**config.mk**
```make
export PLATFORM = sky130hd
export DESIGN_NAME = rbl_scale
export DESIGN_NICKNAME = d
export VERILOG_FILES = /design/src/sv/rbl_pkg.sv /design/src/sv/rbl_scale.sv
export SDC_FILE = /design/constraint.sdc
export NUM_CORES = 2
export LEC_CHECK = 0
export ABC_AREA = 0
export BUFFER_PORTS_ARGS = -buffer_cell sky130_fd_sc_hd__clkbuf_2
export CAP_MARGIN = 20
export CORE_MARGIN = 1
export CORE_UTILIZATION = 45
export CTS_CLUSTER_DIAMETER = 30
export CTS_CLUSTER_SIZE = 20
export DETAILED_ROUTE_END_ITERATION = 16
export PLACE_DENSITY_LB_ADDON = 0.12
export SETUP_SLACK_MARGIN = 0.1
export SLEW_MARGIN = 5
export SYNTH_ARGS = -nofsm -noshare
export SYNTH_HDL_FRONTEND = slang
export SYNTH_SLANG_ARGS = --single-unit
```
**constraint.sdc**
```tcl
create_clock -name clk -period 9.98 [get_ports clk]
set_input_delay 0.998 -clock clk [delete_from_list [all_inputs] [get_ports clk]]
set_output_delay 0.998 -clock clk [all_outputs]
set_load 0.01 [all_outputs]
```
**src/sv/rbl_pkg.sv**
```systemverilog
`timescale 1ns / 1ps
// ----------------------------------------------------------------------------
// rbl_pkg
// Types, widths and constants shared by the lattice index bounds pipeline.
// ----------------------------------------------------------------------------
package rbl_pkg;

    localparam int COORD_W = 32;          // Q16.16 coordinate
    localparam int ENT_W   = 16;          // Q2.14 matrix entry
    localparam int ROW_W   = 3 * ENT_W;   // packed matrix row
    localparam int PROD_W  = COORD_W + ENT_W;
    localparam int SUM_W   = PROD_W + 2;
    localparam int MAG_W   = PROD_W;      // |sum| <= 3 * 2^46
    localparam int RECIP_W = 24;          // Q8.16 reciprocal
    localparam int HALF_W  = MAG_W / 2;
    localparam int PP_W    = HALF_W + RECIP_W;
    localparam int ACC_W   = PP_W + 1;
    localparam int FRAC_SH = 46 - HALF_W; // shift right after the split
    localparam int QMAG_W  = ACC_W - FRAC_SH;
    localparam int IDX_W   = QMAG_W + 1;
    localparam int BND_W   = IDX_W + 1;
    localparam int OUT_W   = 19;
    localparam int CFG_W   = ROW_W;

    typedef logic signed [COORD_W-1:0] coord_t;
    typedef logic signed [ENT_W-1:0]   ent_t;
    typedef logic [ROW_W-1:0]          row_t;
    typedef logic signed [PROD_W-1:0]  prod_t;
    typedef logic signed [SUM_W-1:0]   sum_t;
    typedef logic [MAG_W-1:0]          mag_t;
    typedef logic [RECIP_W-1:0]        recip_t;
    typedef logic [PP_W-1:0]           pp_t;
    typedef logic [ACC_W-1:0]          acc_t;
    typedef logic signed [IDX_W-1:0]   idx_t;
    typedef logic signed [BND_W-1:0]   bnd_t;
    typedef logic signed [OUT_W-1:0]   out_t;

    typedef enum logic [1:0] {
        CFG_ROT_ROW0      = 2'd0,
        CFG_ROT_ROW1      = 2'd1,
        CFG_ROT_ROW2      = 2'd2,
        CFG_LATTICE_RECIP = 2'd3
    } cfg_sel_t;

    localparam row_t   ROW0_RST  = row_t'(48'h0000_0000_4000);
    localparam row_t   ROW1_RST  = row_t'(48'h0000_4000_0000);
    localparam row_t   ROW2_RST  = row_t'(48'h4000_0000_0000);
    localparam recip_t RECIP_RST = recip_t'(24'h01_0000);

    localparam bnd_t BND_MAX = bnd_t'((2 ** (OUT_W - 1)) - 1);
    localparam bnd_t BND_MIN = bnd_t'(-(2 ** (OUT_W - 1)));

    function automatic out_t sat_out(input bnd_t v);
        out_t r;
        if (v > BND_MAX)
        begin
            r = out_t'(BND_MAX);
        end
        else if (v < BND_MIN)
        begin
            r = out_t'(BND_MIN);
        end
        else
        begin
            r = v[OUT_W-1:0];
        end
        return r;
    endfunction

endpackage

```
**src/sv/rbl_scale.sv**
```systemverilog
`timescale 1ns / 1ps
// ----------------------------------------------------------------------------
// rbl_scale
// Scales a Q.30 sum by the Q8.16 reciprocal and truncates toward zero to a
// lattice index; three stages (sign/magnitude, split multiply, combine).
// ----------------------------------------------------------------------------
module rbl_scale
(
    input  logic              clk,
    input  logic              rst_n,
    input  logic              in_valid,
    input  rbl_pkg::sum_t     s,
    input  rbl_pkg::recip_t   recip,
    output logic              out_valid,
    output rbl_pkg::idx_t     idx
);

    logic              neg_reg [2];
    logic              neg_next [2];
    rbl_pkg::mag_t     mag_reg;
    rbl_pkg::mag_t     mag_next;
    rbl_pkg::pp_t      ph_reg;
    rbl_pkg::pp_t      pl_reg;
    rbl_pkg::pp_t      ph_next;
    rbl_pkg::pp_t      pl_next;
    rbl_pkg::idx_t     idx_reg;
    rbl_pkg::idx_t     idx_next;
    rbl_pkg::sum_t     s_neg;
    rbl_pkg::acc_t     acc;
    rbl_pkg::idx_t     q;
    logic [2:0]        vld_reg;
    logic [2:0]        vld_next;

    assign s_neg       = -s;
    assign neg_next[0] = s[rbl_pkg::SUM_W-1];
    assign neg_next[1] = neg_reg[0];
    assign mag_next    = neg_next[0] ? s_neg[rbl_pkg::MAG_W-1:0] : s[rbl_pkg::MAG_W-1:0];

    // magnitude split in two halves keeps each multiplier at 24 x 24
    assign ph_next = rbl_pkg::pp_t'(mag_reg[rbl_pkg::MAG_W-1:rbl_pkg::HALF_W])
                   * rbl_pkg::pp_t'(recip);
    assign pl_next = rbl_pkg::pp_t'(mag_reg[rbl_pkg::HALF_W-1:0])
                   * rbl_pkg::pp_t'(recip);

    // floor((ph * 2^24 + pl) / 2^46) = floor((ph + floor(pl / 2^24)) / 2^22)
    assign acc = rbl_pkg::acc_t'(ph_reg)
               + rbl_pkg::acc_t'(pl_reg[rbl_pkg::PP_W-1:rbl_pkg::HALF_W]);
    assign q   = rbl_pkg::idx_t'(acc[rbl_pkg::ACC_W-1:rbl_pkg::FRAC_SH]);
    assign idx_next = neg_reg[1] ? -q : q;

    assign vld_next = {vld_reg[1:0], in_valid};

    always_ff @(posedge clk or negedge rst_n)
    begin
        if (!rst_n)
        begin
            vld_reg <= '0;
        end
        else
        begin
            vld_reg <= vld_next;
        end
    end

    always_ff @(posedge clk)
    begin
        neg_reg <= neg_next;
        mag_reg <= mag_next;
        ph_reg  <= ph_next;
        pl_reg  <= pl_next;
        idx_reg <= idx_next;
    end

    assign out_valid = vld_reg[2];
    assign idx       = idx_reg;

endmodule
```
* After elaboration in Yosys (flattened, before gate mapping)
Cells that the tools add are included.
Storage, ports and cells: output and inout port bits 29, word-level logic and storage cells 15, bits of input ports 77, flip-flop bits (word level) 177
Operators by class: multiply operators 2, add/subtract/negate cells 3, mux-type cells 2
Operators by type and width (number):
- multiplier 24 x 24 -> 48 bit | 2
- adder 48 x 24 -> 49 bit | 1
- 2-to-1 mux 48 bit | 1
- negation 48 bit | 1
- negation 27 -> 28 bit | 1
- 2-to-1 mux 27 bit | 1

* Longest topological paths before layout
depth in word-level cells 3, mapped depth 28, gate-level depth less buffers 26

* Least setup slack after synthesis
No wires, ideal clock.
path type input to register, start input recip[3], end register pl_reg[40], setup time 0.131 ns, path slack 2.125 ns, cell stages on the path 26, data required time 9.849 ns, path buffers 2, arrival 7.725 ns, path through clkbuf_1 -> clkbuf_1 -> nand2_1 -> fa_1 -> inv_1 -> fa_1 -> inv_1 -> fa_1 -> fa_1 -> inv_1 -> fa_1 -> fa_1 -> inv_1 -> fa_1 -> inv_1 -> ha_1 -> a21o_1 -> a21o_1 -> a211o_1 -> a221oi_1 -> o31ai_1 -> o31ai_1 -> o21ai_0 -> a21oi_1 -> o31ai_1 -> xor2_1
On the way: cells in the longest elaborated chain, start to end 1
Ends and longest elaborated chain:
- start: declaration | line rbl_scale.sv:13 | input rbl_pkg::recip_t recip,
- multiplier 24 x 24 -> 48 bit | line rbl_scale.sv:43 | * rbl_pkg::pp_t'(recip);
- via pl_next[40] | line rbl_scale.sv:25 | rbl_pkg::pp_t pl_next;
- end signal: assignment | line rbl_scale.sv:70 | pl_reg <= pl_next;
- end: declaration | line rbl_scale.sv:23 | rbl_pkg::pp_t pl_reg;
The timed path passes the listed nets, and every way through them passes these cells. A chain may end at the register's enable or synchronous reset.

* Worst setup path after layout
start input recip[3], end register ph_reg[42]
On the way: cells in the longest elaborated chain, start to end 1
Ends and longest elaborated chain:
- multiplier 24 x 24 -> 48 bit | line rbl_scale.sv:41 | * rbl_pkg::pp_t'(recip);
- via ph_next[42] | line rbl_scale.sv:24 | rbl_pkg::pp_t ph_next;
- end signal: assignment | line rbl_scale.sv:69 | ph_reg <= ph_next;
- end: declaration | line rbl_scale.sv:22 | rbl_pkg::pp_t ph_reg;
The timed path passes the listed nets, and every way through them passes these cells.

==> Implementation_results.wiki <==
{| class="wikitable"
! Metric !! Value
|-
| Number of gates resized after cts || 0
|-
| Tcrit/Tclk final || 85.1%
|-
| Starting utilization of the core area || 45.5%
|-
| Relative area change from synthesis to final layout || 5.96%
|-
| Mean Syn Cell Area || 8.97 um^2
|-
| First-pass GRT wire length || 183,000 um
|-
| RSZ-0062 raised after global routing || false
|-
| Cts bufs inserted || 17
|-
| Initial antenna violation count || 6
|-
| Worst-Margin Slew || 1.11 ns
|-
| Total area of multi-input combinational cells || 35,000 um^2
|-
| Fill cell instance count of the final layout || 9,329
|-
| Top_reg_cell synth || sky130_fd_sc_hd__dfxtp_1
|-
| Final worst path period need || 8.49 ns
|-
| Kind of critical path || in -> reg
|-
| Launch point of the critical path || recip[3]
|-
| DRC viols || 0
|-
| Total setup violations reported at the end of the flow || 0
|-
| Number of enable flip-flop cells after synthesis || 0
|-
| Gr ovfl total || 0
|-
| Critical Path AT || 8.85 ns
|-
| Fraction of final layout cells sized beyond drive strength 1 || 5.02%
|-
| CTS tree || done
|-
| Drt first pass iters || 5
|-
| Warnings from Yosys || 0
|-
| I/O Buffers || 104
|-
| Die extent in x || 312 um
|-
| Maximum frequency from static timing analysis || 118 MHz
|-
| Overall track demand over capacity in global routing || 24.3%
|-
| Ranking of synthesized cells by area || sky130_fd_sc_hd__fa_1 (45%), sky130_fd_sc_hd__ha_1 (11%), sky130_fd_sc_hd__inv_1 (9.7%)
|-
| Run status || finished, final reports clean
|-
| Crit Path Max Fanout || 28
|-
| Required time of the worst setup path || 10.34 ns
|-
| Leading post-synthesis cells by instance count || sky130_fd_sc_hd__inv_1 (1,118), sky130_fd_sc_hd__fa_1 (963), sky130_fd_sc_hd__nand2_1 (651)
|-
| Leading cell type by number of instances after synthesis || sky130_fd_sc_hd__inv_1
|-
| Synth unique cells || 74
|-
| Synthesized Nets || 6,226
|-
| Row count || 113
|-
| Crit Reg-Reg Endpoint || ph_reg[42]$_DFF_P_
|-
| Placeable core region || 95,000 um^2
|-
| Remaining antenna violation count after routing || 0
|-
| Synth Register Bits || 153
|-
| IO Count || 106
|-
| Sequential element share of the synthesized area || 7.12%
|-
| Number of sinks on the clock net || 153
|-
| Reg2reg setup slack || 1.95 ns
|-
| Maximum number of pins on one net before global-route repair || 48
|-
| Proportion of synthesized flip-flops having asynchronous set or reset || 1.96%
|-
| Most area-hungry cell type in the Yosys netlist || sky130_fd_sc_hd__fa_1
|-
| Hold-fix buffers, CTS || 0
|-
| Count of mapped cells out of synthesis || 4,817
|-
| Final design area excluding fillers || 45,800 um^2
|-
| Nets@finish || 6,194
|-
| Startpoint type of the worst setup path || input pin
|-
| Area of the die || 97,300 um^2
|-
| Routability Congestion || 0.865
|-
| Buffer count from post-CTS setup fixing || 0
|-
| Max H-tree Level || 4
|-
| Max-cap violation count || 0
|-
| Clock-pin transition on the worst setup and hold timing paths || 0.07 ns
|-
| CTS root buf || sky130_fd_sc_hd__clkbuf_16
|-
| Total half-perimeter wirelength after legalization and detailed placement || 93,200 um
|-
| Final TNS setup || 0 ns
|-
| WL/cell || 18.5 um
|-
| Via-per-instance ratio || 5.11
|-
| Count of final hold-check violations || 0
|-
| Number of slew-limit violations in the final report || 0
|-
| Worst skew pair latency || 0.49 ns
|-
| Initial drt markers || 1,459
|-
| Die Ht || 312 um
|-
| Vias post-DR || 31.0k
|-
| Type of the worst min-delay path || in -> async
|-
| Storage cell area || 3080 um^2
|-
| Instance area at placement || 45,100 um^2
|-
| Final clock skew || 0.0128 ns
|-
| Relative max-transition margin || 25.6%
|-
| Post-Route WL || 112,000 um
|-
| Share of the synthesized area in the top cell type || 44.6%
|-
| R2R depth || 19
|-
| Critical path endpoint category || flop
|-
| Via count of the first global-routing pass || 32.6k
|-
| Post-synthesis instance area || 43,200 um^2
|-
| Startpoint of the worst register-to-register path || mag_reg[30]$_DFF_P_
|-
| Longest Clk Path Bufs || 2
|}
cell usage in the layout, fill, tap and decap left out, types with 49 or more instances in the layout:
cell type                  synthesis  final
sky130_fd_sc_hd__dfxtp_1         150    150
sky130_fd_sc_hd__inv_1          1118   1118
sky130_fd_sc_hd__a21o_1           49     49
sky130_fd_sc_hd__fa_1            963    963
sky130_fd_sc_hd__a21oi_1          99     99
sky130_fd_sc_hd__buf_4             0     82
sky130_fd_sc_hd__ha_1            369    369
sky130_fd_sc_hd__o21ai_0          62     62
sky130_fd_sc_hd__nand2_1         651    651
sky130_fd_sc_hd__clkbuf_2          0    104
sky130_fd_sc_hd__xnor2_1         103    103
sky130_fd_sc_hd__and2_1          583    583
stage by stage:
| stage | instances | hold WS [ns] | worst slack (ns) | util (%) |
|---|---|---|---|---|
| 3_5_place_dp | 6028 | 0.312 | 1.10 | 47.5 |
| 4_1_cts | 6060 | 0.250 | 1.60 | 48.1 |
| 3_3_place_gp | 6024 | 0.310 | 1.12 | 47.4 |
| 6_report | 6066 | 0.286 | 1.49 | 48.2 |
| 2_1_floorplan | 4817 | 0.310 | 2.12 | - |
| 5_1_grt | 6064 | 0.253 | 1.02 | 48.2 |
cell type report:
| cell class | count | area share, % |
|---|---|---|
| clock buffer | 19 | 0.967 |
| sequential | 153 | 6.72 |
| tap | 1265 | 3.46 |
| inverter | 1118 | 9.17 |
| antenna | 3 | 0.0164 |
| multi-input combinational | 3302 | 76.5 |
| timing repair buffer | 193 | 2.82 |
| clock inverter | 13 | 0.369 |
logic make-up (layout without fill, tap and decap cells):
| group | after synthesis | in the layout | share of synthesized area, % |
|---|---|---|---|
| AOI/OAI and AO/OA | 365 | 365 | 5.60 |
| xor gates and xnor gates | 149 | 149 | 3.02 |
| adders and majority gates | 1332 | 1332 | 55.3 |
| buffers and inverters | 1362 | 1343 | 11.8 |
| DFF | 153 | 153 | 7.12 |
| muxes | 3 | 3 | 0.0695 |
| other | 0 | 3 | 0 |
| and+or+nand+nor | 1453 | 1453 | 17.0 |
how the worst max path moves through the flow:
stage / end / slack, ns
floorplan: pl_reg[40]$_DFF_P_ / 2.12
global placement: pl_reg[40]$_DFF_P_ / 1.12
detailed placement: pl_reg[38]$_DFF_P_ / 1.10
CTS: pl_reg[38]$_DFF_P_ / 1.60
global route: ph_reg[42]$_DFF_P_ / 1.02
finish: ph_reg[42]$_DFF_P_ / 1.49
worst max-delay path, stage by stage:
cell and delay [ns]:
sky130_fd_sc_hd__clkbuf_2 0.66, sky130_fd_sc_hd__buf_4 0.32, sky130_fd_sc_hd__nand2_1 0.10, sky130_fd_sc_hd__fa_1 0.55, sky130_fd_sc_hd__inv_1 0.05, sky130_fd_sc_hd__fa_1 0.49, sky130_fd_sc_hd__inv_1 0.06, sky130_fd_sc_hd__fa_1 0.50
sky130_fd_sc_hd__fa_1 0.51, sky130_fd_sc_hd__inv_1 0.05, sky130_fd_sc_hd__fa_1 0.44, sky130_fd_sc_hd__fa_1 0.51, sky130_fd_sc_hd__inv_1 0.05, sky130_fd_sc_hd__fa_1 0.48, sky130_fd_sc_hd__inv_1 0.04, sky130_fd_sc_hd__ha_1 0.36
sky130_fd_sc_hd__a2111oi_0 0.60, sky130_fd_sc_hd__nand3_1 0.25, sky130_fd_sc_hd__o21ai_0 0.61, sky130_fd_sc_hd__a2111oi_0 0.31, sky130_fd_sc_hd__o31ai_1 0.47, sky130_fd_sc_hd__nand2_1 0.09, sky130_fd_sc_hd__o311ai_0 0.32
metal layers:
metal	wire length [um]	up-vias	part of all wire, %	track usage, %
met5	0	-	0	0
met4	2810	0	2.5	6.18
met3	5220	83	4.6	2.88
met2	54200	635	48	40.4
met1	50200	16076	45	33.5
li1	-	14209	-	-
Power is left out: the tool's default activity adds up to more than one toggle a clock period on the data nets, which glitch-free logic cannot reach.
